File: src/rtl/hcbw_pkg.sv
// ----------------------------------------------------------------------------
// hcbw_pkg
// shared constants, types and slot helpers for the witness step pipeline
// ----------------------------------------------------------------------------
package hcbw_pkg;

   localparam int SLOTS_DEF = 8;
   localparam int MAX_SLOTS = 8;
   localparam int DEG_W = 2 * MAX_SLOTS;
   localparam int PAR_W = 3 * MAX_SLOTS;

   localparam logic [1:0] D_ABSENT = 2'd0;
   localparam logic [1:0] D_ZERO   = 2'd1;
   localparam logic [1:0] D_ONE    = 2'd2;
   localparam logic [1:0] D_TWO    = 2'd3;

   localparam logic [1:0] MODE_VTX  = 2'd0;
   localparam logic [1:0] MODE_EDGE = 2'd1;
   localparam logic [1:0] MODE_FGT  = 2'd2;
   localparam logic [1:0] MODE_JOIN = 2'd3;

   typedef struct packed {
      logic [DEG_W-1:0] deg;
      logic [PAR_W-1:0] par;
      logic             closed;
   } wit_type;

   // one pipeline word: working witness, join walk state and result control
   typedef struct packed {
      logic [1:0]         mode;
      wit_type            w;
      wit_type            w2;
      logic [MAX_SLOTS-1:0] used;
      logic               ok;
      logic               ext;
      wit_type            e;
   } stg_type;

   function automatic logic [1:0] dget(input wit_type w, input logic [2:0] k,
                                       input int slots);
      if (int'(k) >= slots) return D_ABSENT;
      return w.deg[2*k +: 2];
   endfunction

   function automatic logic [2:0] pget(input wit_type w, input logic [2:0] k,
                                       input int slots);
      if (int'(k) >= slots) return 3'd0;
      return w.par[3*k +: 3];
   endfunction

   function automatic wit_type dset(input wit_type w, input logic [2:0] k,
                                    input logic [1:0] v, input int slots);
      wit_type r;
      r = w;
      if (int'(k) < slots) r.deg[2*k +: 2] = v;
      return r;
   endfunction

   function automatic wit_type pset(input wit_type w, input logic [2:0] k,
                                    input logic [2:0] v, input int slots);
      wit_type r;
      r = w;
      if (int'(k) < slots) r.par[3*k +: 3] = v;
      return r;
   endfunction

   // edge (f,s) applied to an open path structure, ok cleared on rejection
   function automatic wit_type add_pair(input wit_type w, input logic [2:0] f,
                                        input logic [2:0] s, input int slots,
                                        output logic ok);
      wit_type    r;
      logic [1:0] df;
      logic [1:0] ds;
      logic [2:0] m1;
      logic [2:0] m2;
      r  = w;
      ok = 1'b1;
      df = dget(w, f, slots);
      ds = dget(w, s, slots);
      m1 = pget(w, f, slots);
      m2 = pget(w, s, slots);
      if (df == D_ABSENT || ds == D_ABSENT) begin
         ok = 1'b1;
      end else if (df == D_TWO || ds == D_TWO) begin
         ok = 1'b0;
      end else if (df == D_ZERO && ds == D_ZERO) begin
         r = dset(r, f, D_ONE, slots);
         r = dset(r, s, D_ONE, slots);
         r = pset(r, f, s, slots);
         r = pset(r, s, f, slots);
      end else if (df == D_ZERO) begin
         r = dset(r, f, D_ONE, slots);
         r = dset(r, s, D_TWO, slots);
         r = pset(r, f, m2, slots);
         r = pset(r, m2, f, slots);
      end else if (ds == D_ZERO) begin
         r = dset(r, s, D_ONE, slots);
         r = dset(r, f, D_TWO, slots);
         r = pset(r, s, m1, slots);
         r = pset(r, m1, s, slots);
      end else if (m1 == s) begin
         if (w.closed) ok = 1'b0;
         r.closed = 1'b1;
         r = dset(r, f, D_TWO, slots);
         r = dset(r, s, D_TWO, slots);
      end else begin
         r = dset(r, f, D_TWO, slots);
         r = dset(r, s, D_TWO, slots);
         r = pset(r, m1, m2, slots);
         r = pset(r, m2, m1, slots);
      end
      return r;
   endfunction

   // count of slots holding a degree code
   function automatic logic [4:0] count_code(input wit_type w, input logic [1:0] c,
                                             input int slots);
      logic [4:0] n;
      n = '0;
      for (int k = 0; k < MAX_SLOTS; k++)
         if (k < slots && w.deg[2*k +: 2] == c) n = n + 5'd1;
      return n;
   endfunction

endpackage

File: src/rtl/hcbw_walk.sv
// ----------------------------------------------------------------------------
// hcbw_walk
// one registered step of the join pair walk: handles the pair at slot STEP
// ----------------------------------------------------------------------------
module hcbw_walk #(
   parameter int SLOTS = hcbw_pkg::SLOTS_DEF,
   parameter int STEP  = 0
) (
   input  logic              clock,
   input  logic              reset,
   input  logic              adv,
   input  logic              in_vld,
   input  hcbw_pkg::stg_type in_stg,
   output logic              out_vld,
   output hcbw_pkg::stg_type out_stg
);
   import hcbw_pkg::*;

   localparam logic [2:0] K = 3'(STEP);

   logic    vld_ff;
   stg_type stg_ff;
   stg_type stg_in;

   // apply the pair that starts at this slot, join words only
   always_comb begin
      logic [2:0] s;
      logic       ok;
      wit_type    r;
      stg_in = in_stg;
      s  = pget(in_stg.w2, K, SLOTS);
      ok = 1'b1;
      r  = in_stg.w;
      if (in_stg.mode == MODE_JOIN && in_stg.ok && STEP < SLOTS &&
          !in_stg.used[STEP] && dget(in_stg.w2, K, SLOTS) == D_ONE) begin
         if (s == K) begin
            stg_in.ok = 1'b0;
         end else begin
            stg_in.used[STEP] = 1'b1;
            if (int'(s) < SLOTS) stg_in.used[s] = 1'b1;
            r = add_pair(in_stg.w, K, s, SLOTS, ok);
            stg_in.w  = r;
            stg_in.ok = ok;
         end
      end
   end

   // stage register
   always_ff @(posedge clock) begin
      if (reset) begin
         vld_ff <= 1'b0;
      end else if (adv) begin
         vld_ff <= in_vld;
      end
   end

   always_ff @(posedge clock) begin
      if (adv) begin
         stg_ff <= stg_in;
      end
   end

   assign out_vld = vld_ff;
   assign out_stg = stg_ff;

endmodule

File: src/rtl/hamiltonian_cycle_bag_witness_step_top.sv
// ----------------------------------------------------------------------------
// hamiltonian_cycle_bag_witness_step_top
// witness transition pipeline for hamiltonian cycle tree-decomposition dp
// ----------------------------------------------------------------------------
// path from accepted request word to first response word: front stage, one walk
// stage per slot, check and output stages
// throughput: one request word per cycle while the receiver does not stall; an
// introduce-edge request with an extension gives two response words and holds
// the input while the output split stage sends the first of them
// reset: synchronous, clears all valid bits; payload registers are not reset
module hamiltonian_cycle_bag_witness_step_top #(
   parameter int SLOTS = hcbw_pkg::SLOTS_DEF
) (
   input  logic                   clock,
   input  logic                   reset,
   input  logic                   req_valid,
   output logic                   req_stall,
   input  logic [1:0]             req_mode,
   input  logic [2:0]             req_vertex_a,
   input  logic [2:0]             req_vertex_b,
   input  logic [15:0]            req_first_degrees,
   input  logic [23:0]            req_first_partners,
   input  logic                   req_first_closed,
   input  logic [15:0]            req_second_degrees,
   input  logic [23:0]            req_second_partners,
   input  logic                   req_second_closed,
   output logic                   rsp_valid,
   input  logic                   rsp_stall,
   output logic [15:0]            rsp_out_degrees,
   output logic [23:0]            rsp_out_partners,
   output logic                   rsp_out_closed,
   output logic                   rsp_out_final,
   output logic                   rsp_last
);
   import hcbw_pkg::*;

   localparam int NST = MAX_SLOTS;

   logic    adv;
   logic    s0_vld_ff;
   stg_type s0_ff;
   stg_type s0_in;
   logic    w_vld [NST+1];
   stg_type w_stg [NST+1];
   logic    f_vld_ff;
   stg_type f_ff;
   stg_type f_in;
   logic    f_emit;
   logic    second_ff;
   logic    o_vld_ff;
   wit_type o_w_ff;
   logic    o_last_ff;
   logic    o_take;
   logic    o_free;

   // output slot free when empty or being taken this cycle
   assign o_free = !o_vld_ff || !rsp_stall;
   // a two-result word stays in the final stage until its second result is sent
   assign adv       = o_free && !(f_vld_ff && f_emit && f_ff.ext && !second_ff);
   assign req_stall = !adv;

   // front stage: decode mode, join pre-merge and introduce-edge extension
   always_comb begin
      wit_type w1;
      wit_type w2;
      wit_type e;
      logic [1:0] da;
      logic [1:0] db;
      logic ok;
      w1 = '{deg: req_first_degrees, par: req_first_partners, closed: req_first_closed};
      w2 = '{deg: req_second_degrees, par: req_second_partners, closed: req_second_closed};
      s0_in = '0;
      s0_in.mode = req_mode;
      s0_in.w    = w1;
      s0_in.w2   = w2;
      s0_in.e    = w1;
      e  = w1;
      ok = 1'b0;
      da = dget(w1, req_vertex_a, SLOTS);
      db = dget(w1, req_vertex_b, SLOTS);
      case (req_mode)
         MODE_VTX: begin
            s0_in.ok = int'(req_vertex_a) < SLOTS && da == D_ABSENT && !w1.closed;
            s0_in.w  = dset(w1, req_vertex_a, D_ZERO, SLOTS);
         end
         MODE_EDGE: begin
            s0_in.ok = 1'b1;
            if (!w1.closed && req_vertex_a != req_vertex_b &&
                int'(req_vertex_a) < SLOTS && int'(req_vertex_b) < SLOTS &&
                (da == D_ZERO || da == D_ONE) && (db == D_ZERO || db == D_ONE)) begin
               if (da == D_ONE && db == D_ONE &&
                   pget(w1, req_vertex_a, SLOTS) == req_vertex_b) begin
                  if (count_code(w1, D_ZERO, SLOTS) == 5'd0 &&
                      count_code(w1, D_ONE, SLOTS) == 5'd2) begin
                     e = dset(e, req_vertex_a, D_TWO, SLOTS);
                     e = dset(e, req_vertex_b, D_TWO, SLOTS);
                     e.closed = 1'b1;
                     ok = 1'b1;
                  end
               end else begin
                  e = add_pair(w1, req_vertex_a, req_vertex_b, SLOTS, ok);
               end
            end
            s0_in.ext = ok;
            s0_in.e   = e;
         end
         MODE_FGT: begin
            s0_in.ok = da == D_TWO;
            s0_in.w  = dset(w1, req_vertex_a, D_ABSENT, SLOTS);
         end
         default: begin
            s0_in.ok = !(w1.closed && w2.closed);
            s0_in.w.closed = w1.closed | w2.closed;
            for (int k = 0; k < MAX_SLOTS; k++) begin
               if (k < SLOTS && w2.deg[2*k +: 2] == D_TWO) begin
                  if (w1.deg[2*k +: 2] == D_ZERO) s0_in.w.deg[2*k +: 2] = D_TWO;
                  else if (w1.deg[2*k +: 2] != D_ABSENT) s0_in.ok = 1'b0;
               end
            end
         end
      endcase
   end

   always_ff @(posedge clock) begin
      if (reset) begin
         s0_vld_ff <= 1'b0;
      end else if (adv) begin
         s0_vld_ff <= req_valid;
      end
   end

   always_ff @(posedge clock) begin
      if (adv) begin
         s0_ff <= s0_in;
      end
   end

   assign w_vld[0] = s0_vld_ff;
   assign w_stg[0] = s0_ff;

   // pair walk, one slot per stage
   for (genvar g = 0; g < NST; g++) begin : g_walk
      hcbw_walk #(.SLOTS(SLOTS), .STEP(g)) u_walk (
         .clock   (clock),
         .reset   (reset),
         .adv     (adv),
         .in_vld  (w_vld[g]),
         .in_stg  (w_stg[g]),
         .out_vld (w_vld[g+1]),
         .out_stg (w_stg[g+1])
      );
   end

   // final check stage: closed join must leave no degree 0 or 1 slot
   always_comb begin
      f_in = w_stg[NST];
      if (f_in.mode == MODE_JOIN && f_in.w.closed &&
          (count_code(f_in.w, D_ZERO, SLOTS) != 5'd0 ||
           count_code(f_in.w, D_ONE, SLOTS) != 5'd0))
         f_in.ok = 1'b0;
   end

   always_ff @(posedge clock) begin
      if (reset) begin
         f_vld_ff <= 1'b0;
      end else if (adv) begin
         f_vld_ff <= w_vld[NST];
      end
   end

   always_ff @(posedge clock) begin
      if (adv) begin
         f_ff <= f_in;
      end
   end

   assign f_emit = f_ff.ok;

   // second result pending flag for extended edge words
   always_ff @(posedge clock) begin
      if (reset) begin
         second_ff <= 1'b0;
      end else if (o_free) begin
         second_ff <= f_vld_ff && f_emit && f_ff.ext && !second_ff;
      end
   end

   // output register, unused slots and non-degree-1 partners cleared
   assign o_take = f_vld_ff && f_emit && o_free;

   always_ff @(posedge clock) begin
      if (reset) begin
         o_vld_ff <= 1'b0;
      end else if (o_free) begin
         o_vld_ff <= o_take;
      end
   end

   always_ff @(posedge clock) begin
      wit_type src;
      src = second_ff ? f_ff.e : f_ff.w;
      if (o_take) begin
         for (int k = 0; k < MAX_SLOTS; k++) begin
            if (k >= SLOTS) src.deg[2*k +: 2] = D_ABSENT;
            if (src.deg[2*k +: 2] != D_ONE) src.par[3*k +: 3] = 3'd0;
         end
         o_w_ff    <= src;
         o_last_ff <= second_ff || !f_ff.ext;
      end
   end

   assign rsp_valid        = o_vld_ff;
   assign rsp_out_degrees  = o_w_ff.deg;
   assign rsp_out_partners = o_w_ff.par;
   assign rsp_out_closed   = o_w_ff.closed;
   assign rsp_out_final    = o_w_ff.closed &&
                             count_code(o_w_ff, D_ZERO, SLOTS) == 5'd0 &&
                             count_code(o_w_ff, D_ONE, SLOTS) == 5'd0;
   assign rsp_last         = o_last_ff;

   // checks
   a_second_needs_ext: assert property (@(posedge clock) disable iff (reset)
      second_ff |-> f_vld_ff && f_ff.ext)
      else $error("second result without extension");
   a_hold_on_split: assert property (@(posedge clock) disable iff (reset)
      (f_vld_ff && f_emit && f_ff.ext && !second_ff) |-> req_stall)
      else $error("pipeline moved during split");
   a_second_last: assert property (@(posedge clock) disable iff (reset)
      (o_free && second_ff && f_vld_ff) |=> (o_vld_ff && o_last_ff))
      else $error("second result not last");

endmodule

File: config.mk
export PLATFORM = sky130hd
export DESIGN_NAME = hamiltonian_cycle_bag_witness_step_top
export DESIGN_NICKNAME = d
export VERILOG_FILES = /design/src/rtl/hcbw_pkg.sv /design/src/rtl/hcbw_walk.sv /design/src/rtl/hamiltonian_cycle_bag_witness_step_top.sv
export SDC_FILE = /design/constraint.sdc
export NUM_CORES = 2
export LEC_CHECK = 0
export BUFFER_PORTS_ARGS = -buffer_cell sky130_fd_sc_hd__buf_2
export CORE_ASPECT_RATIO = 1.4
export CORE_UTILIZATION = 45
export DETAILED_ROUTE_END_ITERATION = 8
export GPL_TIMING_DRIVEN = 0
export PLACE_DENSITY = 0.7
export SYNTH_ARGS = -nofsm -noshare
export SYNTH_HDL_FRONTEND = slang
export SYNTH_SLANG_ARGS = --single-unit
File: constraint.sdc
create_clock -name clock -period 70.9 [get_ports clock]
set_input_delay 14.18 -clock clock [delete_from_list [all_inputs] [get_ports clock]]
set_output_delay 14.18 -clock clock [all_outputs]
set_load 0.005 [all_outputs]
==> run metrics <==
status=finished clean; DR iter-0 viols=6,022; crit path kind=in -> out; layout cells sized above 1=9.37%; final cell count without fillers=8,865; Final setup viols=0; Post-synth ARST share=0%; Slew Viols, Final=0; die width=328 µm; htree depth=3; # rows=167; clock network power share=32.6%; vias in the first global route=55,000; Fin Hold WS=0.378 ns; Nets=7,085; worst vdd ir=0.0217 mV; Syn Nets=6,814; Initial DRT Pass Iterations=7; YS warnings=0; drc violations=0; crit path capture type=output pin; Distinct cells, synth=109; Final Hold Fails=0; Int Power=1.25 mW; largest net degree at the start of global routing=73; Startpoint Class=input pin; Critical Path AT=15.20 ns; max-cap violations=0; Seq/Total Area, Yosys=50.1%; clock slew at reported path FFs=0.06 ns; slew at the pin with the worst max-slew slack=1.40 ns; GP Congestion=1.03; top-area cell type share of the netlist area=49.8%; top cells by area, synth=edfxtp_1 50%, a21oi_1 4.5%, nand2_1 4.1%, o21ai_0 3.8%, mux4_2 3.2%; leakage power=27.1 nW; required time of the worst setup path=56.72 ns; Clock Latency Late Sink=0.79 ns; DR vias=56,900; Syn Inst Count=6,553; syn avg cell area=10.2 µm²; fin crit period=29.38 ns; min-delay worst type=reg -> reg; Post-synth EDFFs=1,108; post-CTS sizing=0; average wire per standard cell=28.3 µm; Die Ht=458 µm; grt ovf=0; power density over cell area=24.8 mW/mm²; flip-flop and latch count after synthesis=1,120; Net Sw Frac=32.0%; global-route wire length before repair=361 mm; Comb power frac=23.1%; Die Area=0.150 mm²; Core ar.=0.148 mm²; P&R area growth vs syn=11.2%; overall power=1.84 mW; clock net sink count=1,120; headroom to the max-slew limit=5.87%; Seq pwr share=44.3%; crit-path max FO=10; setup slack, reg-to-reg=65.60 ns; post-DP HPWL=189 mm; placed insts=8,656; WL final=251 mm; Max Clock Skew=0.0812 ns; Synth area leader=edfxtp_1; synthesized area=0.0668 mm²; RSZ-0062 raised after global routing=no; Most used DFF post-synth=edfxtp_1; ANT nets after route=0; Longest Clk Path Bufs=3; Vias per Instance=6.42; GR Util All Layers=32.5%; IO buf count=136; Final period util=41.4%; setup_tns=0 ns; setup bufs post-CTS=0; CTS buffer count=109; Boundary Pins=139; hold_buf cts=0; CTS Root Cell=clkbuf_16; CTS tree=built; initial antenna violation count=10; Fmax achieved=34.0 MHz; Initial Util=45.2%; net switching power=0.588 mW
## per-layer routing
metal  up-vias  wire length [µm]  part of all wire, %  global-route usage (%)
met5         -                 7               0.0028                       0
met1     27200             87400                   35                    35.5
li1      25400                 -                    -                       -
met2      3197            123000                   49                    56.0
met3      1049             17000                  6.8                    4.42
met4         2             23100                  9.2                    26.8
## registers in the layout (all words and copies together) (netlist names)
name / cells
f_ff: 83
rsp_out_partners: 24
rsp_out_degrees: 16
rsp_out_closed: 1
f_vld_ff: 1
g_walk.u_walk.out_vld: 8
second_ff: 1
g_walk.u_walk.out_stg: 856
s0_ff: 126
rsp_last: 1
f_emit: 1
rsp_valid: 1
s0_vld_ff: 1
## per-stage QoR
| step | cell area (µm²) | util [%] | setup WS (ns) |
|---|---|---|---|
| finish | 74300 | 50.3 | 41.52 |
| global placement | 70000 | 47.4 | 15.86 |
| floorplan | 66800 | - | 25.62 |
| global route | 74300 | 50.3 | 41.42 |
| CTS | 74300 | 50.3 | 41.54 |
| detailed placement | 70500 | 47.7 | 41.56 |
## synth_stat cells (134+ instances only)
| cell | n |
|---|---|
| nand2b_1 | 154 |
| nand2_1 | 736 |
| ha_1 | 167 |
| nor2_1 | 544 |
| inv_1 | 152 |
| mux2i_1 | 134 |
| a21oi_1 | 600 |
| o21ai_0 | 508 |
| edfxtp_1 | 1108 |
| nand3_1 | 182 |
| nor3_1 | 134 |
| clkbuf_1 | 333 |
## layout by cell type (no fill, tap or decap), drive strengths merged, types with 32 or more instances in the layout
cell type     n
clkinv       65
mux4         95
a22oi        59
nand2       736
and2         70
edfxtp     1108
a221oi       48
inv         164
and3         32
nor4         32
nor3        135
mux2i       141
or3          37
o21ai       524
nor2b        90
a31oi       131
nand3b       33
nand3       184
xor2         39
nand2b      155
o31ai        45
a21o         45
o221ai       38
a21oi       605
clkbuf      465
buf         254
nor2        545
or2          38
a211oi       80
o22ai        92
o21a         34
xnor2        68
o211ai       59
mux2         64
ha          167
## kinds of logic (layout without fill, tap and decap cells)
family | after synthesis | count (layout) | share of synthesized area, %
other cells | 0 | 4 | 0
flops | 1120 | 1120 | 50.1
fa+ha+maj | 170 | 170 | 3.17
mux | 300 | 300 | 6.47
simple gates | 2187 | 2187 | 15.5
buf+inv | 602 | 967 | 3.53
xor+xnor | 119 | 119 | 1.85
compound gates | 2055 | 2055 | 19.4
## power groups by stage
| stage | Combinational [mW] | Clock (mW) | Sequential [mW] |
|---|---|---|---|
| CTS | 0.411 | 0.614 | 0.815 |
| global placement | 0.410 | 0 | 0.827 |
| floorplan | 0.276 | 0 | 0.805 |
| global route | 0.451 | 0.637 | 0.818 |
| detailed placement | 0.409 | 0 | 0.828 |
| finish | 0.426 | 0.600 | 0.816 |
## worst max-delay path, stage by stage
cell,delay (ns)
buf_2,0.12
nand2_1,0.11
o21ai_0,0.16
clkbuf_1,0.41
buf_2,0.22
## path summary, 6_finish.rpt
path	to	start	depth (start not counted)
min reg2reg	g_walk[5].u_walk.out_stg[73]	g_walk[4].u_walk.out_stg[73]	0
min	g_walk[5].u_walk.out_stg[73]	g_walk[4].u_walk.out_stg[73]	0
max reg2reg	f_emit	g_walk[7].u_walk.out_stg[117]	20
max	req_stall	rsp_stall	5
## area by class of cell
class,count,area (µm²)
Clock buffer,131,2810
Tap cell,1943,2430
Buffer,428,1710
Fill cell,13300,73400
Inverter,174,653
Antenna cell,4,10.0
Clock inverter,74,948
Multi-Input combinational cell,4831,31000
Sequential cell,1120,33500
Timing Repair Buffer,160,1210
(Power assumes the default switching activity.)
